### src/rtl/fslm_pkg.sv
// Shared types, codes and helpers of the fixed-string line matcher.
package fslm_pkg;

    localparam int CNT_W  = 24;
    localparam logic [CNT_W-1:0] COUNT_MAX = 24'hFFFFFF;
    localparam int APB_AW = 4;
    localparam int APB_DW = 32;

    typedef enum logic [1:0] {
        CMD_LOAD    = 2'd0,
        CMD_LINE    = 2'd1,
        CMD_EOL     = 2'd2,
        CMD_NEWFILE = 2'd3
    } cmd_t;

    typedef enum logic [1:0] {
        REG_CASE_INSENSITIVE = 2'd0,
        REG_WHOLE_LINE       = 2'd1,
        REG_INVERT           = 2'd2,
        REG_PATTERNS_IN_USE  = 2'd3
    } reg_idx_t;

    // Status of one pass of the compare unit over one pattern.
    typedef struct packed {
        logic hit;      // pattern ends at this byte
        logic char_ok;  // byte at line position agrees with pattern
        logic len_eq;   // line position equals pattern length
    } cmp_stat_t;

    function automatic logic [7:0] fold_char(input logic [7:0] c, input logic en);
        logic [7:0] r;
        r = c;
        if (en && (c inside {[8'h41:8'h5A]}))
        begin
            r = c + 8'd32;
        end
        return r;
    endfunction

endpackage

### src/rtl/fslm_in_if.sv
// Input item channel: command beats with valid/ready handshake.
interface fslm_in_if;
    logic       valid;
    logic       ready;
    logic [1:0] command;
    logic [1:0] pattern_index;
    logic [4:0] byte_position;
    logic [7:0] data_byte;

    modport source (output valid, command, pattern_index, byte_position, data_byte,
                    input ready);
    modport sink   (input valid, command, pattern_index, byte_position, data_byte,
                    output ready);
endinterface

### src/rtl/fslm_out_if.sv
// Result channel: one beat per finished line, valid/ready handshake.
interface fslm_out_if;
    logic        valid;
    logic        ready;
    logic        line_selected;
    logic [23:0] line_number;
    logic [23:0] selected_count;
    logic        any_match;

    modport source (output valid, line_selected, line_number, selected_count, any_match,
                    input ready);
    modport sink   (input valid, line_selected, line_number, selected_count, any_match,
                    output ready);
endinterface

### src/rtl/fslm_ram.sv
// Generic single-write, single-read RAM with registered read data.
module fslm_ram #(
    parameter int WIDTH = 8,
    parameter int DEPTH = 4
) (
    input  logic                                   clk,
    input  logic                                   we,
    input  logic [(DEPTH > 1 ? $clog2(DEPTH) : 1)-1:0] waddr,
    input  logic [WIDTH-1:0]                       wdata,
    input  logic [(DEPTH > 1 ? $clog2(DEPTH) : 1)-1:0] raddr,
    output logic [WIDTH-1:0]                       rdata
);

    logic [WIDTH-1:0] mem [DEPTH];

    always_ff @(posedge clk)
    begin
        if (we)
        begin
            mem[waddr] <= wdata;
        end
        rdata <= mem[raddr];
    end

endmodule

### src/rtl/fslm_cmp.sv
// Shared compare unit: one line byte against one whole pattern row in parallel.
module fslm_cmp #(
    parameter int PATTERN_LEN = 32,
    parameter int LPOS_W      = 6
) (
    input  logic [PATTERN_LEN*8-1:0] row,
    input  logic                     fold_en,
    input  logic [7:0]               ch,
    input  logic [PATTERN_LEN-1:0]   pm_in,
    input  logic [LPOS_W-1:0]        lpos,
    output logic [PATTERN_LEN-1:0]   pm_out,
    output fslm_pkg::cmp_stat_t      stat
);

    localparam int IDX_W = $clog2(PATTERN_LEN);

    logic [PATTERN_LEN-1:0] nz;
    logic [PATTERN_LEN-1:0] inlen;
    logic [PATTERN_LEN-1:0] eq;
    logic [PATTERN_LEN-1:0] lastmask;
    logic [7:0]             ch_f;

    assign ch_f = fslm_pkg::fold_char(ch, fold_en);

    // Per position: nonzero, inside pattern length, byte matches.
    always_comb
    begin
        logic [PATTERN_LEN-1:0] lowmask;
        lowmask = '0;
        for (int k = 0; k < PATTERN_LEN; k++)
        begin
            nz[k] = (row[8*k +: 8] != 8'd0);
        end
        for (int k = 0; k < PATTERN_LEN; k++)
        begin
            lowmask  = {PATTERN_LEN{1'b1}} >> (PATTERN_LEN - 1 - k);
            inlen[k] = &(nz | ~lowmask);
            eq[k]    = inlen[k] && (fslm_pkg::fold_char(row[8*k +: 8], fold_en) == ch_f);
        end
    end

    assign lastmask = inlen & ~(inlen >> 1);
    assign pm_out   = eq & {pm_in[PATTERN_LEN-2:0], 1'b1};

    always_comb
    begin
        stat.hit     = |(pm_out & lastmask);
        stat.char_ok = (32'(lpos) < PATTERN_LEN) && eq[IDX_W'(lpos)];
        stat.len_eq  = ((lpos == '0) && !inlen[0]) ||
                       ((lpos != '0) && (32'(lpos) <= PATTERN_LEN) &&
                        lastmask[IDX_W'(lpos - 1'b1)]);
    end

endmodule

### src/rtl/fixed_string_line_matcher_core.sv
// Top level of the fixed-string line matcher: sequencer, line state, counters, APB.
//
//  channel  | dir | handshake      | beat contents
//  ---------+-----+----------------+-------------------------------------------------
//  item     | in  | valid/ready    | command, pattern_index, byte_position, data_byte
//  result   | out | valid/ready    | line_selected, line_number, selected_count, any_match
//  apb      | in  | psel/penable   | paddr, pwdata, prdata (pready tied high)
//
// Sequencing: one pattern row is read from the store and compared per cycle, so a line
// byte, or a whole-line end of line, is scanned over the N patterns in use (N clamped
// to NUM_PATTERNS; with none in use no scan runs), a pattern load reads the row, merges
// the byte and writes it back, and a substring end of line goes straight to emit.
// Reset: pattern rows are marked empty by per-row valid bits, no clearing pass.
// Stalls: a finished result sits in the output register; the next item is taken
// while it waits, and only a second end of line holds until the first is taken.
module fixed_string_line_matcher_core #(
    parameter int NUM_PATTERNS = 4,
    parameter int PATTERN_LEN  = 32
) (
    input  logic                         clk,
    input  logic                         rst_n,
    input  logic                         psel,
    input  logic                         penable,
    input  logic                         pwrite,
    input  logic [fslm_pkg::APB_AW-1:0]  paddr,
    input  logic [fslm_pkg::APB_DW-1:0]  pwdata,
    output logic [fslm_pkg::APB_DW-1:0]  prdata,
    output logic                         pready,
    fslm_in_if.sink                      item,
    fslm_out_if.source                   result
);

    localparam int ROW_W  = (NUM_PATTERNS > 1) ? $clog2(NUM_PATTERNS) : 1;
    localparam int ACT_W  = $clog2(NUM_PATTERNS + 1);
    localparam int LPOS_W = $clog2(PATTERN_LEN + 2);
    localparam int ROW_BITS = PATTERN_LEN * 8;

    typedef enum logic [5:0] {
        ST_IDLE     = 6'b000001,
        ST_LOAD_RD  = 6'b000010,
        ST_LOAD_WR  = 6'b000100,
        ST_SCAN_RD  = 6'b001000,
        ST_SCAN_CMP = 6'b010000,
        ST_EMIT     = 6'b100000
    } state_t;

    // Configuration registers
    logic        case_insensitive_reg;
    logic        whole_line_reg;
    logic        invert_reg;
    logic [2:0]  patterns_in_use_reg;

    // Sequencer and latched beat
    state_t            state_reg, state_next;
    logic [ROW_W-1:0]  idx_reg;
    logic [1:0]        pidx_reg;
    logic [4:0]        bpos_reg;
    logic [7:0]        data_reg;
    logic              eol_reg;

    // Line state and counters
    logic [PATTERN_LEN-1:0]  pm_reg [NUM_PATTERNS];
    logic [NUM_PATTERNS-1:0] esf_reg;
    logic [LPOS_W-1:0]       lp_reg;
    logic                    line_hit_reg;
    logic                    raw_reg;
    logic [fslm_pkg::CNT_W-1:0] line_count_reg;
    logic [fslm_pkg::CNT_W-1:0] select_total_reg;
    logic                    ever_reg;

    // Pattern store
    logic [NUM_PATTERNS-1:0] row_valid_reg;
    logic [ROW_W-1:0]        rd_row_reg;
    logic [ROW_W-1:0]        rd_addr;
    logic [ROW_BITS-1:0]     ram_rdata;
    logic [ROW_BITS-1:0]     row_eff;
    logic [ROW_BITS-1:0]     ram_wdata;
    logic                    ram_we;

    // Output register
    logic                       out_valid_reg;
    logic                       out_sel_reg;
    logic [fslm_pkg::CNT_W-1:0] out_num_reg;
    logic [fslm_pkg::CNT_W-1:0] out_cnt_reg;
    logic                       out_any_reg;

    logic                       accept;
    logic [ACT_W-1:0]           act_cnt;
    logic                       last_idx;
    logic                       load_ok;
    logic                       emit_go;
    logic                       sel;
    logic [fslm_pkg::CNT_W-1:0] lc_next;
    logic [fslm_pkg::CNT_W-1:0] st_next;
    logic [PATTERN_LEN-1:0]     pm_new;
    fslm_pkg::cmp_stat_t        stat;
    logic                       cfg_wr;

    // ---------------- APB configuration port ----------------
    assign pready = 1'b1;
    assign cfg_wr = psel && penable && pwrite;

    always_ff @(posedge clk or negedge rst_n)
    begin
        if (!rst_n)
        begin
            case_insensitive_reg <= 1'b0;
            whole_line_reg       <= 1'b0;
            invert_reg           <= 1'b0;
            patterns_in_use_reg  <= 3'd1;
        end
        else if (cfg_wr)
        begin
            case (fslm_pkg::reg_idx_t'(paddr[3:2]))
                fslm_pkg::REG_CASE_INSENSITIVE: case_insensitive_reg <= pwdata[0];
                fslm_pkg::REG_WHOLE_LINE:       whole_line_reg       <= pwdata[0];
                fslm_pkg::REG_INVERT:           invert_reg           <= pwdata[0];
                fslm_pkg::REG_PATTERNS_IN_USE:  patterns_in_use_reg  <= pwdata[2:0];
                default: ;
            endcase
        end
    end

    always_comb
    begin
        case (fslm_pkg::reg_idx_t'(paddr[3:2]))
            fslm_pkg::REG_CASE_INSENSITIVE: prdata = {31'd0, case_insensitive_reg};
            fslm_pkg::REG_WHOLE_LINE:       prdata = {31'd0, whole_line_reg};
            fslm_pkg::REG_INVERT:           prdata = {31'd0, invert_reg};
            fslm_pkg::REG_PATTERNS_IN_USE:  prdata = {29'd0, patterns_in_use_reg};
            default:                        prdata = '0;
        endcase
    end

    // ---------------- Sequencer ----------------
    assign item.ready = (state_reg == ST_IDLE);
    assign accept     = item.valid && item.ready;

    // Clamp patterns in use to the number of rows built.
    assign act_cnt  = (32'(patterns_in_use_reg) > NUM_PATTERNS) ?
                      ACT_W'(NUM_PATTERNS) : ACT_W'(patterns_in_use_reg);
    assign last_idx = (32'(idx_reg) + 32'd1) == 32'(act_cnt);
    assign load_ok  = (32'(pidx_reg) < NUM_PATTERNS) && (32'(bpos_reg) < PATTERN_LEN);
    assign emit_go  = (state_reg == ST_EMIT) && (!out_valid_reg || result.ready);

    always_comb
    begin
        state_next = state_reg;
        case (state_reg)
            ST_IDLE:
            begin
                if (accept)
                begin
                    case (fslm_pkg::cmd_t'(item.command))
                        fslm_pkg::CMD_LOAD:
                            state_next = ST_LOAD_RD;
                        fslm_pkg::CMD_LINE:
                            state_next = (act_cnt != '0) ? ST_SCAN_RD : ST_IDLE;
                        fslm_pkg::CMD_EOL:
                            state_next = (whole_line_reg && act_cnt != '0) ?
                                         ST_SCAN_RD : ST_EMIT;
                        default:
                            state_next = ST_IDLE;
                    endcase
                end
            end
            ST_LOAD_RD:  state_next = load_ok ? ST_LOAD_WR : ST_IDLE;
            ST_LOAD_WR:  state_next = ST_IDLE;
            ST_SCAN_RD:  state_next = ST_SCAN_CMP;
            ST_SCAN_CMP:
            begin
                if (last_idx)
                begin
                    state_next = eol_reg ? ST_EMIT : ST_IDLE;
                end
            end
            ST_EMIT:     state_next = emit_go ? ST_IDLE : ST_EMIT;
            default:     state_next = ST_IDLE;
        endcase
    end

    always_ff @(posedge clk or negedge rst_n)
    begin
        if (!rst_n)
        begin
            state_reg <= ST_IDLE;
            idx_reg   <= '0;
        end
        else
        begin
            state_reg <= state_next;
            if (state_reg == ST_IDLE)
            begin
                idx_reg <= '0;
            end
            else if (state_reg == ST_SCAN_CMP && !last_idx)
            begin
                idx_reg <= idx_reg + 1'b1;
            end
        end
    end

    // Latch the beat on accept.
    always_ff @(posedge clk)
    begin
        if (accept)
        begin
            pidx_reg <= item.pattern_index;
            bpos_reg <= item.byte_position;
            data_reg <= item.data_byte;
            eol_reg  <= (fslm_pkg::cmd_t'(item.command) == fslm_pkg::CMD_EOL);
        end
    end

    // ---------------- Pattern store ----------------
    // Prefetch the next row while the current one is compared.
    always_comb
    begin
        case (state_reg)
            ST_LOAD_RD:  rd_addr = ROW_W'(pidx_reg);
            ST_SCAN_CMP: rd_addr = last_idx ? idx_reg : idx_reg + 1'b1;
            default:     rd_addr = idx_reg;
        endcase
    end

    always_ff @(posedge clk)
    begin
        rd_row_reg <= rd_addr;
    end

    // A row never written reads as all zero: an empty pattern.
    assign row_eff = row_valid_reg[rd_row_reg] ? ram_rdata : '0;
    assign ram_we  = (state_reg == ST_LOAD_WR);

    always_comb
    begin
        for (int k = 0; k < PATTERN_LEN; k++)
        begin
            ram_wdata[8*k +: 8] = (32'(bpos_reg) == k) ? data_reg : row_eff[8*k +: 8];
        end
    end

    always_ff @(posedge clk or negedge rst_n)
    begin
        if (!rst_n)
        begin
            row_valid_reg <= '0;
        end
        else if (ram_we)
        begin
            row_valid_reg[ROW_W'(pidx_reg)] <= 1'b1;
        end
    end

    fslm_ram #(
        .WIDTH (ROW_BITS),
        .DEPTH (NUM_PATTERNS)
    ) u_store (
        .clk   (clk),
        .we    (ram_we),
        .waddr (ROW_W'(pidx_reg)),
        .wdata (ram_wdata),
        .raddr (rd_addr),
        .rdata (ram_rdata)
    );

    // ---------------- Shared compare unit ----------------
    fslm_cmp #(
        .PATTERN_LEN (PATTERN_LEN),
        .LPOS_W      (LPOS_W)
    ) u_cmp (
        .row     (row_eff),
        .fold_en (case_insensitive_reg),
        .ch      (data_reg),
        .pm_in   (pm_reg[idx_reg]),
        .lpos    (lp_reg),
        .pm_out  (pm_new),
        .stat    (stat)
    );

    // ---------------- Line state and counters ----------------
    assign sel     = raw_reg ^ invert_reg;
    assign lc_next = (line_count_reg == fslm_pkg::COUNT_MAX) ?
                     line_count_reg : line_count_reg + 1'b1;
    assign st_next = (sel && select_total_reg != fslm_pkg::COUNT_MAX) ?
                     select_total_reg + 1'b1 : select_total_reg;

    always_ff @(posedge clk or negedge rst_n)
    begin
        if (!rst_n)
        begin
            for (int p = 0; p < NUM_PATTERNS; p++)
            begin
                pm_reg[p] <= '0;
            end
            esf_reg          <= '1;
            lp_reg           <= '0;
            line_hit_reg     <= 1'b0;
            raw_reg          <= 1'b0;
            line_count_reg   <= '0;
            select_total_reg <= '0;
            ever_reg         <= 1'b0;
        end
        else
        begin
            case (state_reg)
                ST_IDLE:
                begin
                    if (accept)
                    begin
                        case (fslm_pkg::cmd_t'(item.command))
                            fslm_pkg::CMD_LINE:
                            begin
                                // No active pattern: only the position moves.
                                if (act_cnt == '0 && 32'(lp_reg) < PATTERN_LEN + 1)
                                begin
                                    lp_reg <= lp_reg + 1'b1;
                                end
                            end
                            fslm_pkg::CMD_EOL:
                            begin
                                raw_reg <= whole_line_reg ? 1'b0 : line_hit_reg;
                            end
                            fslm_pkg::CMD_NEWFILE:
                            begin
                                for (int p = 0; p < NUM_PATTERNS; p++)
                                begin
                                    pm_reg[p] <= '0;
                                end
                                esf_reg          <= '1;
                                lp_reg           <= '0;
                                line_hit_reg     <= 1'b0;
                                line_count_reg   <= '0;
                                select_total_reg <= '0;
                            end
                            default: ;
                        endcase
                    end
                end
                ST_SCAN_CMP:
                begin
                    if (eol_reg)
                    begin
                        if (esf_reg[idx_reg] && stat.len_eq)
                        begin
                            raw_reg <= 1'b1;
                        end
                    end
                    else
                    begin
                        pm_reg[idx_reg]  <= pm_new;
                        esf_reg[idx_reg] <= esf_reg[idx_reg] & stat.char_ok;
                        if (stat.hit)
                        begin
                            line_hit_reg <= 1'b1;
                        end
                        // Advance the line position once all patterns have seen the byte.
                        if (last_idx && 32'(lp_reg) < PATTERN_LEN + 1)
                        begin
                            lp_reg <= lp_reg + 1'b1;
                        end
                    end
                end
                ST_EMIT:
                begin
                    if (emit_go)
                    begin
                        line_count_reg   <= lc_next;
                        select_total_reg <= st_next;
                        ever_reg         <= ever_reg | raw_reg;
                        for (int p = 0; p < NUM_PATTERNS; p++)
                        begin
                            pm_reg[p] <= '0;
                        end
                        esf_reg      <= '1;
                        lp_reg       <= '0;
                        line_hit_reg <= 1'b0;
                    end
                end
                default: ;
            endcase
        end
    end

    // ---------------- Output register ----------------
    always_ff @(posedge clk or negedge rst_n)
    begin
        if (!rst_n)
        begin
            out_valid_reg <= 1'b0;
        end
        else if (emit_go)
        begin
            out_valid_reg <= 1'b1;
        end
        else if (result.ready)
        begin
            out_valid_reg <= 1'b0;
        end
    end

    always_ff @(posedge clk)
    begin
        if (emit_go)
        begin
            out_sel_reg <= sel;
            out_num_reg <= lc_next;
            out_cnt_reg <= st_next;
            out_any_reg <= ever_reg | raw_reg;
        end
    end

    assign result.valid          = out_valid_reg;
    assign result.line_selected  = out_sel_reg;
    assign result.line_number    = out_num_reg;
    assign result.selected_count = out_cnt_reg;
    assign result.any_match      = out_any_reg;

endmodule
### src/flat_wrapper.sv
// flat-port wrapper written by rule: the top's interface ports become plain ports
module fixed_string_line_matcher_core_flat 
#(
    parameter int NUM_PATTERNS = 4,
    parameter int PATTERN_LEN  = 32
)
  (clk, rst_n, psel, penable, pwrite, paddr, pwdata, prdata, pready, item_valid, item_command, item_pattern_index, item_byte_position, item_data_byte, item_ready, result_valid, result_line_selected, result_line_number, result_selected_count, result_any_match, result_ready);
  fslm_in_if item_i ();
  fslm_out_if result_i ();
  input  logic clk;
  input  logic rst_n;
  input  logic psel;
  input  logic penable;
  input  logic pwrite;
  input  logic [fslm_pkg::APB_AW-1:0] paddr;
  input  logic [fslm_pkg::APB_DW-1:0] pwdata;
  output logic [fslm_pkg::APB_DW-1:0] prdata;
  output logic pready;
  input wire logic [$bits(item_i.valid)-1:0] item_valid;
  input wire logic [$bits(item_i.command)-1:0] item_command;
  input wire logic [$bits(item_i.pattern_index)-1:0] item_pattern_index;
  input wire logic [$bits(item_i.byte_position)-1:0] item_byte_position;
  input wire logic [$bits(item_i.data_byte)-1:0] item_data_byte;
  output wire logic [$bits(item_i.ready)-1:0] item_ready;
  output wire logic [$bits(result_i.valid)-1:0] result_valid;
  output wire logic [$bits(result_i.line_selected)-1:0] result_line_selected;
  output wire logic [$bits(result_i.line_number)-1:0] result_line_number;
  output wire logic [$bits(result_i.selected_count)-1:0] result_selected_count;
  output wire logic [$bits(result_i.any_match)-1:0] result_any_match;
  input wire logic [$bits(result_i.ready)-1:0] result_ready;
  assign item_i.valid = item_valid;
  assign item_i.command = item_command;
  assign item_i.pattern_index = item_pattern_index;
  assign item_i.byte_position = item_byte_position;
  assign item_i.data_byte = item_data_byte;
  assign item_ready = item_i.ready;
  assign result_valid = result_i.valid;
  assign result_line_selected = result_i.line_selected;
  assign result_line_number = result_i.line_number;
  assign result_selected_count = result_i.selected_count;
  assign result_any_match = result_i.any_match;
  assign result_i.ready = result_ready;
  fixed_string_line_matcher_core #(.NUM_PATTERNS(NUM_PATTERNS), .PATTERN_LEN(PATTERN_LEN)) u_core (.clk(clk), .rst_n(rst_n), .psel(psel), .penable(penable), .pwrite(pwrite), .paddr(paddr), .pwdata(pwdata), .prdata(prdata), .pready(pready), .item(item_i), .result(result_i));
endmodule
### config.mk
export PLATFORM = sky130hd
export DESIGN_NAME = fixed_string_line_matcher_core_flat
export DESIGN_NICKNAME = d
export VERILOG_FILES = /design/src/rtl/fslm_pkg.sv /design/src/rtl/fslm_in_if.sv /design/src/rtl/fslm_out_if.sv /design/src/rtl/fslm_ram.sv /design/src/rtl/fslm_cmp.sv /design/src/rtl/fixed_string_line_matcher_core.sv /design/src/flat_wrapper.sv
export SDC_FILE = /design/constraint.sdc
export NUM_CORES = 2
export LEC_CHECK = 0
export ABC_CLOCK_PERIOD_IN_PS = 27100
export BUFFER_PORTS_ARGS = -buffer_cell sky130_fd_sc_hd__buf_2
export CORE_MARGIN = 2
export CORE_UTILIZATION = 30
export CTS_CLUSTER_SIZE = 25
export DETAILED_ROUTE_END_ITERATION = 16
export SLEW_MARGIN = 5
export SYNTH_ARGS = -nofsm -noshare
export SYNTH_HDL_FRONTEND = slang
export SYNTH_SLANG_ARGS = --single-unit
### constraint.sdc
create_clock -name clk -period 27.1 [get_ports clk]
set_clock_uncertainty 0.15 [all_clocks]
set_input_delay 5.42 -clock clk [delete_from_list [all_inputs] [get_ports clk]]
set_output_delay 5.42 -clock clk [all_outputs]
set_load 0.05 [all_outputs]
# --- Word level (Yosys, flattened, before mapping) ---
# Memories as Yosys holds them, arrays and structs flattened. A register that Yosys moved wholly into a read port is not among the register bits.
# Index checks and enable logic that the tools add are counted.
totals:
  out_inout_bits: 85
  n_memories: 1
  romBits: 0
  word_cells: 593
  reg_bits: 276
  latchBits: 0
  mem_bits_rw: 1024
memory_table:
  columns: ["memory", "depth", "width", "read_ports", "rd_ports_with_merged_regs", "wr", "line_no", "rtl"]
  rows:
  - ["u_core.u_store.mem", 4, 256, 1, 1, 1, "fslm_ram.sv:14", "logic [WIDTH-1:0] mem [DEPTH];"]
classes:
  shifts: 0
  addsub: 39
  reduce_logical: 207
  n_eq_ne: 90
  multipliers: 0
  mux: 140
  bitwise: 9
  n_div: 0
  n_lt_le_gt_ge: 79
ops:
  columns: ["cell", "n"]
  rows:
  - ["8-bit 2-to-1 mux", 65]
  - ["128-bit 2-to-1 mux", 4]
  - ["128-bit one-hot mux with 3 select lines", 1]
  - ["8-bit by 6-bit adder with 8-bit output, second input constant", 33]
  - ["8-bit by 7-bit greater-or-equal comparator with 1-bit output, second input constant", 33]
  - ["8-bit by 7-bit <= comparator with 1-bit output, second input constant", 33]
  - ["8-bit == test", 32]
  - ["256-bit 2-to-1 mux", 1]
  - ["8-bit nonzero test", 32]
  - ["24-bit 2-to-1 mux", 6]
  - ["128-bit bitwise mux", 1]
  - ["32-bit one-hot mux with 4 select lines", 1]
  - ["1-bit logical AND", 115]
  - ["32-bit AND", 3]
  - ["24-bit one-hot mux with 2 select lines", 2]
  - ["5-bit == test, second input constant", 16]
  - ["32-bit binary-select mux with 2-bit select", 1]
  - ["32-bit demux with 2-bit select", 1]
  - ["31-bit 2-to-1 mux", 2]
  - ["6-bit 2-to-1 mux", 10]
  - ["24-bit by 1-bit adder with 24-bit output, second input constant", 2]
  - ["5-bit by 4-bit == test with 1-bit output, second input constant", 8]
  - ["6-bit one-hot mux with 3 select lines", 2]
  - ["32-bit by 3-bit == test with 1-bit output", 1]
  - ["90 further kinds", 159]

# --- Depth between registers and ports, before layout ---
depth:
  word_depth: 16
  ltp_mapped: 19
  mapped_depth_nobuf: 14

# --- Modules after synthesis ---
# A second synthesis with hierarchy kept.
unflattened:
  cells_unflattened: 4495
  area_unflattened_um2: 68435.6
by_module_without_submodules:
  columns: ["mod", "cells_per_inst", "n_inst", "seq_area_each_um2", "area_each_um2"]
  rows:
  - ["fslm_ram", 1597, 1, 35874.4, 42341.9]
  - ["fixed_string_line_matcher_core", 1688, 1, 7234.4, 17974.7]
  - ["fslm_cmp", 1210, 1, 0.0, 8119.0]

# --- Least setup slack after synthesis ---
# OpenSTA, ideal clock, no wires.
synth_timing:
  path_type: "register -> register"
  start: "register u_core.state_reg[5]"
  end: "register u_core.row_valid_reg[0]"
  t_arrival_ps: 21003
  stages_incl_launch_ff: 6
  period_less_slack_ps: 21330
  path_slack_ps: 5770
  setup_ps: 177
  n_path_buf: 1
  cell_sequence: "dfrtp_1 > clkbuf_1 > nor3_1 > and3_1 > nor3b_1 > or2_2"
synth_between:
  elab_chain_len: 1
synth_lines:
  columns: ["item", "line_no", "rtl"]
  rows:
  - ["start, declared", "fixed_string_line_matcher_core.sv:54", "state_t state_reg, state_next;"]
  - ["start signal, assigned", "fixed_string_line_matcher_core.sv:191", "state_reg <= state_next;"]
  - ["6-bit by 3-bit == test with 1-bit output", "fixed_string_line_matcher_core.sv:233", "assign ram_we = (state_reg == ST_LOAD_WR);"]
  - ["end signal, assigned", "fixed_string_line_matcher_core.sv:247", "row_valid_reg <= '0;"]
  - ["end signal, assigned by index", "fixed_string_line_matcher_core.sv:251", "row_valid_reg[ROW_W'(pidx_reg)] <= 1'b1;"]
  - ["end, declared", "fixed_string_line_matcher_core.sv:72", "logic [NUM_PATTERNS-1:0] row_valid_reg;"]
# No other way between the ends.
# A chain may end at the register's enable or synchronous reset.

# --- Worst setup path after layout ---
layout_timing:
  start: "input port paddr[2] (netlist name)"
  end: "output port prdata[0] (netlist name)"
layout_between:
  elab_chain_len: 2
  elab_cells_between_ends: 5
layout_lines:
  columns: ["item", "line_no", "rtl"]
  rows:
  - ["start, declared", "flat_wrapper.sv:15", "input logic [fslm_pkg::APB_AW-1:0] paddr;"]
  - ["2-bit == test, or another cell as far along", "fixed_string_line_matcher_core.sv:126", "case (fslm_pkg::reg_idx_t'(paddr[3:2]))"]
  - ["32-bit one-hot mux with 4 select lines *", "fixed_string_line_matcher_core.sv:126", null]
  - ["end, declared", "flat_wrapper.sv:17", "output logic [fslm_pkg::APB_DW-1:0] prdata;"]
# Mark *: on every way between the ends. The rest lies on a longest branch, timed or not. The select of a mux whose other input is x is not followed.

==> results.cfg <==
[status]
status = finished clean

[critical_path]
cp_max_fo = 7
crit_path_frequent_cell = buf_2
r2r_slack_ps = 20550
crit_chain = buf_2 -> mux4_2 -> buf_2
worstPathArrival_ps = 6300
cp-start-kind = input pin
reg2reg_from = u_core.idx_reg[1]$_DFFE_PN0P_
crit_type = in2out
reg2regPathDepth = 13
slowest_delay_ps = 500
r2r_end = u_core.u_store.rdata[128]$_DFF_P_
crit_required_ps = 21530
cp-end-kind = primary output
cp_num_buf_inv = 2
slowest_stage = mux4_2
cpLargestDelayFamily = multiplexers

[hold_path]
min_path_type = reg2reg
hold_depth = 1
hold_end = u_core.ever_reg$_DFFE_PN0P_
min-delay-start = u_core.ever_reg$_DFFE_PN0P_

[cts]
tritoncts.num_buffers = 163
cts_tree = done
root_buffer = clkbuf_16
clk_latency_ps = 810
cts.sinks = 1552
clk_path_buf_depth = 3
holdBufCountCts = 0
htreeDepth = 4
cts.reportedPaths.clkPinSlew_ps = 60
post_cts_buffers = 0
cts_resized = 0

[cells_and_area]
syn_to_final_growth_pct = 13.5
drive_above_1_share = 0.0981
n_fill_cell = 22219
num-nets-final = 6062
largest_reg_flops = 1024

[floorplanning]
core_mm2 = 0.225
rows = 174
fp.dieH_um = 480
num_io_pins = 145
start_util = 0.302
dieArea_mm2 = 0.231
die_x_um = 480

[synth]
ys.flop_type = edfxtp_1
synth_mux_area_frac = 0.0209
synth_xor_area_frac = 0.0272
syn_inst = 6037
synth_top_family_by_area = simple AND/OR/NAND/NOR gates
yosysTopAreaCellShare = 0.481
async_reset_ff_frac = 0.131
synth_compound_area_frac = 0.133
synth_commonest_cells = nand2_1 (1288), edfxtp_1 (1090), o21ai_0 (448)
netlist_area_mm2 = 0.0680
synth.most_common_cell = nand2_1
yosys.area_share.adder = 0.00313
synth_seq_cells = 1552
synth_largest_area_cell = edfxtp_1
ys_warn_count = 0
yosys.area_share.simple = 0.155
synth_edf_count = 1090
syn_avg_cell_area_um2 = 11.3
synth_cell_types = 89
ys_seq_area_frac = 0.632
synth.top_cells.by_area = edfxtp_1 (48%), dfxtp_1 (7.6%), dfrtp_1 (7.3%)

[timing]
maxSlewViolCount = 0
grt_setup_unrepaired = no
setup_violations = 0
tightestPinTransition_ps = 1360
max_freq_mhz = 84.2
timing.hold.ws_ps = 299
finalHoldViolations = 0
fin_crit_ps = 11870
fin_crit_sh = 0.438
slew_headroom = 0.0890
tns_ps = 0

[grt]
use_met3 = 0.0350
grt_pass1_vias = 45584
grt_use_total = 0.169
use_met1 = 0.232
top_usage_layer = met2
antenna_found_initial = 3
grt_overflow_total = 0
use_met2 = 0.262
grt_pass1_wl_um = 297000
grt_max_degree = 197

[routing]
vias_per_cell = 5.33
wl_per_cell_um = 21.9
dr_total_vias = 48670
drcViolationCount = 0
wl_um = 200000
drt-initial-drc-count = 5195
dr.pass1.iters = 6
ant_nets = 0

[placement]
dp_hpwl_um = 118000
numPortBuffers = 83
routabilityCongestion = 0.959

[pwr]
leakagePower_nw = 26.4
p_per_area_mw_per_mm2 = 80.1
peakVddDrop_mv = 0.0580

[run]
maxCapViolCount = 0
-- worst reg2reg max path: stages (launching register included) --
cell and delay [ps]:
dfrtp_1 320, buf_4 510, inv_1 160, ha_1 390
xor2_1 190, o41ai_1 550, o21ai_0 230, o211ai_1 370
buf_4 650, buf_4 840, buf_4 800, buf_4 960
a211oi_1 150, a31oi_1 200
-- cells by family after synthesis --
family / count (synthesis)
AO/OA/AOI/OAI: 1408
XOR/XNOR: 211
adder cells (fa/ha/maj): 17
buffers and inverters: 489
flip-flops: 1552
multiplexers: 93
other: 2
AND/OR/NAND/NOR: 2265
-- cell type report --
class	count	area, um2	share of cell area
sequential	1552	43000	0.557
multi-input combinational	4024	23400	0.303
clock buffer	239	4670	0.0605
tap	2992	3740	0.0485
timing repair buffer	193	1380	0.0178
clock inverter	69	852	0.0110
inverter	51	199	0.00258
antenna	5	12.5	0.000162
-- routing by layer --
| layer | vias to the layer above | wire (um) |
|---|---|---|
| met1 | 24320 | 87500 |
| met5 | - | 0 |
| met3 | 360 | 16300 |
| li1 | 22066 | - |
| met4 | 0 | 6670 |
| met2 | 1924 | 89800 |
-- where the power goes --
| part | total, W | switching [W] | internal, W | leakage, nW |
|---|---|---|---|---|
| Clock | 0.00229 | 0.000961 | 0.00133 | 2.67 |
| Combinational | 0.00112 | 0.000820 | 0.000298 | 8.49 |
| Sequential | 0.00278 | 0.0000905 | 0.00269 | 15.3 |
-- cells in the final DEF (no fill, tap or decap), types with 45 or more instances in the layout --
master / count
clkbuf_16: 167
mux2_2: 49
buf_2: 82
nor2_1: 173
xnor2_1: 156
a211oi_1: 272
nand3_1: 96
o21ai_0: 447
clkbuf_1: 50
a21oi_1: 95
dfrtp_1: 196
dfxtp_1: 258
xor2_1: 55
edfxtp_1: 1090
a31oi_1: 294
buf_4: 100
nor3_1: 86
nand2_1: 1288
and2_1: 267
inv_1: 45
-- worst max path at each step --
stage                                          startpoint                                  end  cells past startpoint
after global placement                           paddr[2]                            prdata[0]                      3
after detailed placement                         paddr[2]                            prdata[0]                      3
after global routing                             paddr[2]                            prdata[0]                      3
after CTS                                        paddr[2]                            prdata[0]                      3
after floorplan           u_core.state_reg[5]$_DFFE_PN0P_  u_core.row_valid_reg[0]$_DFFE_PN0N_                      5
final                                            paddr[2]                            prdata[0]                      3
-- per-stage QoR --
| step | utilization | setup WS [ps] | cell area, um2 | instances | total power (W) |
|---|---|---|---|---|---|
| 2_1_floorplan | - | 5770 | 68200 | 6065 | 0.00348 |
| 3_3_place_gp | 0.318 | 15240 | 71700 | 8812 | 0.00390 |
| 3_5_place_dp | 0.318 | 15220 | 71700 | 8812 | 0.00392 |
| 4_1_cts | 0.343 | 15220 | 77200 | 9120 | 0.00620 |
| 5_1_grt | 0.343 | 15200 | 77200 | 9121 | 0.00640 |
| 6_report | 0.343 | 15230 | 77200 | 9125 | 0.00619 |
No activity file was read; power rests on OpenSTA's default activity.
